[config.mk]
export PLATFORM = sky130hd
export DESIGN_NAME = tfdm_diff
export DESIGN_NICKNAME = d
export VERILOG_FILES = /design/src/sv/tfdm_pkg.sv /design/src/sv/tfdm_diff.sv
export SDC_FILE = /design/constraint.sdc
export NUM_CORES = 1
export LEC_CHECK = 0
export ABC_CLOCK_PERIOD_IN_PS = 23000
export BUFFER_PORTS_ARGS = -buffer_cell sky130_fd_sc_hd__buf_4
export CAP_MARGIN = 20
export CORE_ASPECT_RATIO = 1.2
export CORE_MARGIN = 2
export CORE_UTILIZATION = 45
export DETAILED_ROUTE_END_ITERATION = 10
export PLACE_DENSITY = 0.72
export SLEW_MARGIN = 20
export SYNTH_ARGS = -nofsm -noshare
export SYNTH_HDL_FRONTEND = slang
export SYNTH_SLANG_ARGS = --single-unit
[constraint.sdc]
create_clock -name vclk -period 23
set_input_delay 6.9 -clock vclk [all_inputs]
set_output_delay 6.9 -clock vclk [all_outputs]
set_load 0.02 [all_outputs]
[src/sv/tfdm_pkg.sv]
// Shared types and constants for the three-frame difference motion mask.
// No dependencies; imported by tfdm_diff and the top level.
`default_nettype none

package tfdm_pkg;

  localparam int PIX_W  = 8;
  localparam int MAX_CH = 4;

  typedef logic [PIX_W-1:0] pix_t;
  typedef logic [1:0]       frame_cnt_t;

  localparam pix_t       THRESH_RESET = pix_t'(45);
  localparam frame_cnt_t FRAMES_FULL  = frame_cnt_t'(2);

endpackage

`default_nettype wire

[src/sv/tfdm_diff.sv]
// Per-channel double difference, threshold compare and store update word.
// Depends on tfdm_pkg.
`default_nettype none

module tfdm_diff
  import tfdm_pkg::*;
#(
  parameter int CHANNELS = 3
) (
  input  logic [CHANNELS-1:0][PIX_W-1:0] pix,
  input  logic [2*CHANNELS*PIX_W-1:0]    entry,
  input  logic                           first,
  input  pix_t                           threshold,
  output logic                           motion,
  output logic [2*CHANNELS*PIX_W-1:0]    next_entry
);

  localparam int MID_BASE = CHANNELS * PIX_W;

  logic [CHANNELS-1:0] hit;

  for (genvar c = 0; c < CHANNELS; c++) begin : g_ch
    pix_t oldest;
    pix_t mid;
    pix_t d_prev;
    pix_t d_cur;

    assign oldest = first ? pix[c] : entry[c*PIX_W +: PIX_W];
    assign mid    = first ? pix[c] : entry[MID_BASE + c*PIX_W +: PIX_W];
    assign d_prev = (mid > oldest) ? pix_t'(mid - oldest) : pix_t'(oldest - mid);
    assign d_cur  = (pix[c] > mid) ? pix_t'(pix[c] - mid) : pix_t'(mid - pix[c]);
    assign hit[c] = (d_prev & d_cur) > threshold;

    assign next_entry[c*PIX_W +: PIX_W]            = mid;
    assign next_entry[MID_BASE + c*PIX_W +: PIX_W] = pix[c];
  end

  assign motion = |hit;

endmodule

`default_nettype wire

==> reports/metrics.yaml, run 1 <==
setup_path:
  cp_slowest_stage_delay_ns: 0.52
  critical_path.slowest_cell: "sky130_fd_sc_hd__buf_4"
  timing.critical_path.mode_cell: "sky130_fd_sc_hd__a21o_1"
  worst-endpoint-required_ns: 16.10
  critPathMaxFanout: 69
  cp.arrival_ns: 10.93
  crit_family: "compound AO/OA/AOI/OAI gates"
  criticalPathCategory: "input port to output pin"
  critPathCaptureType: "output pin"
  worstPathCellList: "buf_4 > nand2_1 > o21a_1 > inv_1 > ha_1 > inv_1 > fa_1 > a21o_1 > a21oi_1 > nor2_1 > a2bb2oi_2 > mux2i_1 > xnor2_1 > nor2_1 > ha_1 > a21o_1 > a21o_1 > a21oi_1 > o21ai_0 > o21ai_0 > nand3_1 > buf_4"
  critical_path_buf_inv_count: 4
  worstSetupStartpointType: "input port"
sta:
  worst_slew_margin_rel_pct: 55.6
  finalHoldViolations: 0
  final-setup-viol-count: 0
  max_clock_freq_mhz: 56.1
  timing.final.crit_share_pct: 77.5
  slew_violations: 0
  fin_tns_setup_ns: 0
  unrepaired_setup_endpoints_after_global_routing: "no"
  tightestPinTransition_ns: 0.665
  worst_slack_ns: 5.17
  min_period_ns: 17.83
routing:
  detail-route-antenna-nets: 0
  via_count: 5071
  wl_um: 12500
  wl_per_cell_um: 12.8
  drtPass1Iterations: 4
  drt_iter0_drc: 137
  detail_route.vias_per_cell: 5.20
  drc: 0
grt:
  grt_pass1_wl_um: 20500
  globalRouteOverflowTotal: 0
  gr-usage-all-layers_pct: 19.3
  antenna_found_initial: 0
  first_global_vias: 4826
  maximum_number_of_pins_on_one_net_before_global_route_repair: 70
synthesis:
  yosysUniqueCellTypes: 51
  yosysWarnings: 0
  post_synth.cell_area_avg_um2: 7.18
  synth.largest_area_cell: "sky130_fd_sc_hd__ha_1"
  synth.cells.most_frequent: "131 x sky130_fd_sc_hd__inv_1, 114 x sky130_fd_sc_hd__ha_1, 56 x sky130_fd_sc_hd__a21oi_1"
  yosys.area_share.adder_pct: 31.5
  seq_area_frac_synth_pct: 0
  post_synth_instance_area_um2: 5290
  postSynthCellCount: 737
  syn_nets: 944
  synth_simple_gate_area_share_pct: 13.9
  synth_compound_area_share_pct: 26.3
  yosys.cell_count.top_type: "sky130_fd_sc_hd__inv_1"
  synth.area.top_cells: "sky130_fd_sc_hd__ha_1 27%, sky130_fd_sc_hd__inv_1 9.3%, sky130_fd_sc_hd__mux2i_1 7.2%"
  synth_top_family_by_area: "adder cells"
  synth_mux_area_share_pct: 8.04
  synthDominantCellAreaShare_pct: 27.0
  synthXorXnorAreaFrac_pct: 5.30
clock_tree:
  cts_hold_buffers: 0
  post_cts_resized: 0
  cts.repair_timing.setup_buffer_count: 0
die:
  initial_core_util_pct: 45.9
  row_cnt: 43
  io_pins: 130
  die-width_um: 103
  core_area_um2: 11500
  chipHeight_um: 123
  die_area_um2: 12600
power:
  cellPowerDensity_nw_per_um2: 37.0
  leakage_nw: 3.55
  vdd.ir_drop.worst_mv: 0.0163
  post-layout-total-power_w: 0.000228
hold_path:
  min_path_type: "input port to output pin"
final_layout:
  layout.nets: 1028
  layout.area.seq_um2: 0
  layout-drive-gt1-share_pct: 17.9
  clock_buffers: 0
  nFlopsAndLatches: 0
  layout.core_utilization_pct: 53.5
  insertedDiodeCount: 0
  postLayoutCellArea_um2: 6160
  areaGrowthSynthToFinish_pct: 16.5
placement:
  preCtsSetupSlack_ns: 5.15
  half_perimeter_wire_length_after_detailed_placement_um: 10900
  place.port_buffers: 130
  place_congestion: 0.892
  dpl-instance-area_um2: 6160
job:
  cap_violations: 0
outcome:
  run_status: "finished, final reports clean"
metal layers:
layer	GRT usage, %	routed length, um	vias up
li1	-	-	2643
met1	24.8	5560	2287
met2	35.9	6270	122
met3	1.03	493	19
met4	2.38	176	0
met5	0	0	-
worst paths after layout:
path  cells past startpoint  slack, ns  startpoint             end
max                      22       5.17       first          motion
min                       2      14.03      pix[6]  next_entry[30]
cell type report:
class              instances  area (um^2)
well taps                157          196
inverters                131          492
repair buffers           130          976
multi-input cells        558         4500
fillers                 1194         5350
per-stage QoR:
step                cells  hold WS [ns]
floorplan             737         13.91
global placement      976         14.03
detailed placement    976         14.03
CTS                   976         14.03
global route          976         14.04
finish                976         14.03
where the power goes:
part	internal [W]	total [W]	switching, W
Combinational	0.000104	0.000228	0.000124
Clock	0	0	0
Sequential	0	0	0
logic make-up (layout without fill, tap and decap cells):
logic type,after synthesis,in the layout
AOI/OAI and AO/OA,210,210
buffers and inverters,179,261
and+or+nand+nor,148,148
adders and majority gates,126,126
muxes,42,42
xor gates and xnor gates,32,32
placed cells by master (no fill, tap or decap), drive strengths merged, types with 4 or more instances in the layout:
cell,netlist,final
inv,131,131
buf,35,130
ha,114,114
a21oi,57,57
nand2,45,45
o21a,44,44
mux2i,38,38
o21ai,36,36
nor2,30,30
a21o,28,28
xnor2,21,21
nand4,13,13
nand2b,13,13
nor2b,13,13
nand3,12,12
fa,12,12
xor2,11,11
a31oi,11,11
o21bai,6,6
a211oi,6,6
a21boi,6,6
or2,6,6
and2,5,5
a221oi,4,4
mux2,4,4
Power figures use the tool's default switching activity.
==> run 2, diff against run 1 <==
--- a/config.mk
+++ b/config.mk
@@ -5,7 +5,7 @@
 export SDC_FILE = /design/constraint.sdc
 export NUM_CORES = 1
 export LEC_CHECK = 0
-export ABC_CLOCK_PERIOD_IN_PS = 23000
+export ABC_CLOCK_PERIOD_IN_PS = 17700
 export BUFFER_PORTS_ARGS = -buffer_cell sky130_fd_sc_hd__buf_4
 export CAP_MARGIN = 20
 export CORE_ASPECT_RATIO = 1.2
==> constraint.sdc (replaced) <==
create_clock -name vclk -period 17.7
set_input_delay 5.31 -clock vclk [all_inputs]
set_output_delay 5.31 -clock vclk [all_outputs]
set_load 0.02 [all_outputs]
==> run 2 against run 1 <==
First-iteration DRC count is 23% higher. Final area did not move. Largest power group unchanged. Highest routed layer unchanged. Non-clock buffer count stayed put. Largest cell class unchanged. Combinational power is 29% higher. Sequential cell count did not move.
==> reports/metrics.yaml, run 2 (synthesized netlist as in run 1, its figures left out) <==
die:
  core_area_um2: 11500
  initial_core_util_pct: 45.9
  die-width_um: 103
  io_pins: 130
  row_cnt: 43
  die_area_um2: 12600
  chipHeight_um: 123
power:
  cellPowerDensity_nw_per_um2: 47.9
  clock_power_share_pct: 0
  total_switching_power_w: 0.000160
  comb_power_share_pct: 100.0
  leakage_nw: 3.55
  pwr-share-seq_pct: 0
  p_sw_share_pct: 54.3
  vdd.ir_drop.worst_mv: 0.0211
  p_int_w: 0.000135
setup_path:
  worst-endpoint-required_ns: 12.39
  worstSetupStartpointType: "input port"
  cp.arrival_ns: 9.34
  critPathCaptureType: "output pin"
  critPathMaxFanout: 69
  criticalPathCategory: "input port to output pin"
routing:
  drt_iter0_drc: 168
  detail_route.vias_per_cell: 5.16
  detail-route-antenna-nets: 0
  via_count: 5041
  drtPass1Iterations: 4
  drc: 0
  wl_per_cell_um: 12.6
  wl_um: 12300
placement:
  place.port_buffers: 130
  half_perimeter_wire_length_after_detailed_placement_um: 10700
  place_congestion: 0.888
grt:
  gr-usage-all-layers_pct: 19.0
  grt_use_met2_pct: 35.6
  grt-busiest-layer: "met2"
  grt.met1_usage_pct: 24.5
  maximum_number_of_pins_on_one_net_before_global_route_repair: 70
  gr-usage-met3_pct: 0.740
  antenna_found_initial: 0
  globalRouteOverflowTotal: 0
  grt_pass1_wl_um: 20200
  first_global_vias: 4722
sta:
  finalHoldViolations: 0
  max_clock_freq_mhz: 68.2
  timing.final.crit_share_pct: 82.8
  final-setup-viol-count: 0
  worst_hold_slack_ns: 10.85
  unrepaired_setup_endpoints_after_global_routing: "no"
  slew_violations: 0
  tightestPinTransition_ns: 0.672
  worst_slew_margin_rel_pct: 55.2
  min_period_ns: 14.65
  fin_tns_setup_ns: 0
final_layout:
  areaGrowthSynthToFinish_pct: 16.5
  layout.core_utilization_pct: 53.5
  layout-drive-gt1-share_pct: 17.9
  layout.nets: 1028
  layout.cells.most_common: "sky130_fd_sc_hd__inv_1"
  clock_buffers: 0
  insertedDiodeCount: 0
  layout.area.seq_um2: 0
  nFlopsAndLatches: 0
  most_frequent_cells_in_the_layout: "131 x sky130_fd_sc_hd__inv_1, 130 x sky130_fd_sc_hd__buf_4, 114 x sky130_fd_sc_hd__ha_1"
clock_tree:
  cts.repair_timing.setup_buffer_count: 0
  cts_hold_buffers: 0
  post_cts_resized: 0
hold_path:
  min_path_type: "input port to output pin"
job:
  cap_violations: 0
outcome:
  run_status: "finished, final reports clean"
## run 2: layout make-up
cell class | instances | area (um^2)
Inverter | 131 | 492
Timing Repair Buffer | 130 | 976
Multi-Input combinational cell | 558 | 4500
Fill cell | 1158 | 5350
Tap cell | 157 | 196
## run 2: metrics by stage
stage / cells / cell area [um^2] / total power, W / setup slack [ns]
finish: 976 / 6160 / 0.000295 / 3.05
global route: 976 / 6160 / 0.000331 / 2.62
CTS: 976 / 6160 / 0.000296 / 3.04
detailed placement: 976 / 6160 / 0.000294 / 3.04
global placement: 976 / 6160 / 0.000293 / 3.08
floorplan: 737 / 5290 / 0.000224 / 3.38
## run 2: final timing paths
kind             end    start  cells after the start  slack, ns
max           motion    first                     20       3.05
min   next_entry[42]  pix[18]                      2      10.85
## run 2: layer usage
layer  vias up  part of all wire [%]  wire [um]
met2       107                    50       6150
met3        14                   3.5        433
met5         -                     0          0
li1       2642                     -          -
met1      2278                    46       5620
met4         0                   1.1        132
## run 2: power groups by stage
| stage | registers (W) | clock network, W | logic (W) |
|---|---|---|---|
| floorplan | 0 | 0 | 0.000224 |
| global placement | 0 | 0 | 0.000293 |
| detailed placement | 0 | 0 | 0.000294 |
| CTS | 0 | 0 | 0.000296 |
| global route | 0 | 0 | 0.000331 |
| finish | 0 | 0 | 0.000295 |
## run 2: critical path, cell delays in order
cell and delay [ns]:
sky130_fd_sc_hd__buf_4 0.52, sky130_fd_sc_hd__nand2_1 0.15, sky130_fd_sc_hd__o21a_1 0.18, sky130_fd_sc_hd__ha_1 0.24, sky130_fd_sc_hd__fa_1 0.40, sky130_fd_sc_hd__nor2b_1 0.14
sky130_fd_sc_hd__o21ai_0 0.15, sky130_fd_sc_hd__a21oi_1 0.31, sky130_fd_sc_hd__o221ai_4 0.23, sky130_fd_sc_hd__mux2i_1 0.23, sky130_fd_sc_hd__xnor2_1 0.14, sky130_fd_sc_hd__nor2_1 0.07
sky130_fd_sc_hd__ha_1 0.29, sky130_fd_sc_hd__a21o_1 0.16, sky130_fd_sc_hd__a21o_1 0.16, sky130_fd_sc_hd__a21oi_1 0.12, sky130_fd_sc_hd__o21ai_0 0.08, sky130_fd_sc_hd__o21ai_0 0.12
sky130_fd_sc_hd__nand3_1 0.14, sky130_fd_sc_hd__buf_4 0.18
==> run 3, diff against run 2 <==
--- a/config.mk
+++ b/config.mk
@@ -5,7 +5,7 @@
 export SDC_FILE = /design/constraint.sdc
 export NUM_CORES = 1
 export LEC_CHECK = 0
-export ABC_CLOCK_PERIOD_IN_PS = 17700
+export ABC_CLOCK_PERIOD_IN_PS = 15300
 export BUFFER_PORTS_ARGS = -buffer_cell sky130_fd_sc_hd__buf_4
 export CAP_MARGIN = 20
 export CORE_ASPECT_RATIO = 1.2
==> constraint.sdc (replaced) <==
create_clock -name vclk -period 15.3
set_input_delay 4.59 -clock vclk [all_inputs]
set_output_delay 4.59 -clock vclk [all_outputs]
set_load 0.02 [all_outputs]
==> run 3 against run 2 <==
Worst hold slack got worse by 1.4 ns. Final cell count unchanged. Final area unchanged. Worst setup slack got worse by 0.95 ns. Count of clock-buffer cells in the layout unchanged. Via count increased by 0.50%. Sequential cell count unchanged. Routed wire length increased by 0.96%. Sequential share of layout area unchanged. Largest power group unchanged. Core utilization unchanged. Critical path type unchanged. First-iteration DRC count increased by 24%.
==> reports/metrics.yaml, run 3 (synthesized netlist as in run 1, its figures left out) <==
setup_path:
  critPathCaptureType: "output pin"
  worstSetupStartpointType: "input port"
  criticalPathCategory: "input port to output pin"
  critPathMaxFanout: 69
  cp.arrival_ns: 8.62
  worst-endpoint-required_ns: 10.71
sta:
  final-setup-viol-count: 0
  timing.final.crit_share_pct: 86.3
  max_clock_freq_mhz: 75.7
  min_period_ns: 13.21
  tightestPinTransition_ns: 0.663
  slew_violations: 0
  unrepaired_setup_endpoints_after_global_routing: "no"
  fin_tns_setup_ns: 0
  worst_slew_margin_rel_pct: 55.8
  finalHoldViolations: 0
grt:
  antenna_found_initial: 0
  grt_use_met2_pct: 35.5
  gr-usage-met3_pct: 0.797
  gr-usage-all-layers_pct: 19.3
  maximum_number_of_pins_on_one_net_before_global_route_repair: 70
  grt.met1_usage_pct: 25.4
  grt_pass1_wl_um: 20600
  globalRouteOverflowTotal: 0
  grt-busiest-layer: "met2"
  first_global_vias: 4763
final_layout:
  nFlopsAndLatches: 0
  layout.nets: 1028
  clock_buffers: 0
  layout.area.seq_um2: 0
  areaGrowthSynthToFinish_pct: 16.5
  final.fill_count: 1176
  insertedDiodeCount: 0
  layout-drive-gt1-share_pct: 17.9
  layout.cells.most_common: "sky130_fd_sc_hd__inv_1"
  most_frequent_cells_in_the_layout: "131 x sky130_fd_sc_hd__inv_1, 130 x sky130_fd_sc_hd__buf_4, 114 x sky130_fd_sc_hd__ha_1"
placement:
  place_congestion: 0.889
  place.port_buffers: 130
  half_perimeter_wire_length_after_detailed_placement_um: 10900
die:
  die-width_um: 103
  chipHeight_um: 123
  core_area_um2: 11500
  io_pins: 130
  die_area_um2: 12600
  row_cnt: 43
  initial_core_util_pct: 45.9
job:
  cap_violations: 0
hold_path:
  min_path_type: "input port to output pin"
routing:
  drt_iter0_drc: 209
  detail_route.vias_per_cell: 5.19
  via_count: 5066
  wl_per_cell_um: 12.8
  wl_um: 12500
  drc: 0
  detail-route-antenna-nets: 0
  drtPass1Iterations: 4
clock_tree:
  cts.repair_timing.setup_buffer_count: 0
  cts_hold_buffers: 0
  post_cts_resized: 0
power:
  post-layout-total-power_w: 0.000342
  leakage_nw: 3.55
  vdd.ir_drop.worst_mv: 0.0232
  cellPowerDensity_nw_per_um2: 55.5
outcome:
  run_status: "finished, final reports clean"
[run 3: cell counts in the layout (fill, tap and decap cells not counted)]
Identical to the previous run, type by type.
[run 3: path summary, 6_finish.rpt]
kind / startpoint / endpoint / slack, ns / depth (start not counted)
setup / recovery: first / motion / 2.09 / 20
hold / removal: pix[6] / next_entry[30] / 9.41 / 2
[run 3: per-stage QoR]
stage	area [um^2]	hold slack, ns	setup slack (ns)	util, %	instances
detailed placement	6160	9.41	2.06	53.5	976
finish	6160	9.41	2.09	53.5	976
floorplan	5290	9.29	2.42	-	737
global placement	6160	9.41	2.13	53.5	976
global route	6160	9.42	1.65	53.5	976
CTS	6160	9.41	2.06	53.5	976
[run 3: area by class of cell]
type	count	area, um^2	share of cell area, %
Tap cell	157	196	3.19
Timing Repair Buffer	130	976	15.8
Multi-Input combinational cell	558	4500	73.0
Inverter	131	492	7.98
[run 3: worst max-delay path, cell delays in order]
cell	delay (ns)
sky130_fd_sc_hd__buf_4	0.52
sky130_fd_sc_hd__nand2_1	0.15
sky130_fd_sc_hd__o21a_1	0.18
sky130_fd_sc_hd__ha_1	0.24
sky130_fd_sc_hd__fa_1	0.40
sky130_fd_sc_hd__nor2b_1	0.12
sky130_fd_sc_hd__o21ai_0	0.14
sky130_fd_sc_hd__a21oi_1	0.29
sky130_fd_sc_hd__o221ai_4	0.22
sky130_fd_sc_hd__mux2i_1	0.24
sky130_fd_sc_hd__xnor2_1	0.14
sky130_fd_sc_hd__nor2_1	0.07
sky130_fd_sc_hd__ha_1	0.29
sky130_fd_sc_hd__a21o_1	0.16
sky130_fd_sc_hd__a21o_1	0.16
sky130_fd_sc_hd__a21oi_1	0.13
sky130_fd_sc_hd__o21ai_0	0.09
sky130_fd_sc_hd__o21ai_0	0.13
sky130_fd_sc_hd__nand3_1	0.14
sky130_fd_sc_hd__buf_4	0.18
[run 3: where the power goes]
group          total, W  internal [W]  switching (W)
Sequential            0             0              0
Combinational  0.000342      0.000156       0.000185
Clock                 0             0              0
Total          0.000342      0.000156       0.000185
[run 3: metal layers]
metal | up-vias | part of all wire [%]
met5 | - | 0
met4 | 0 | 1.5
met3 | 20 | 4.6
met2 | 125 | 50
met1 | 2284 | 43
li1 | 2637 | -
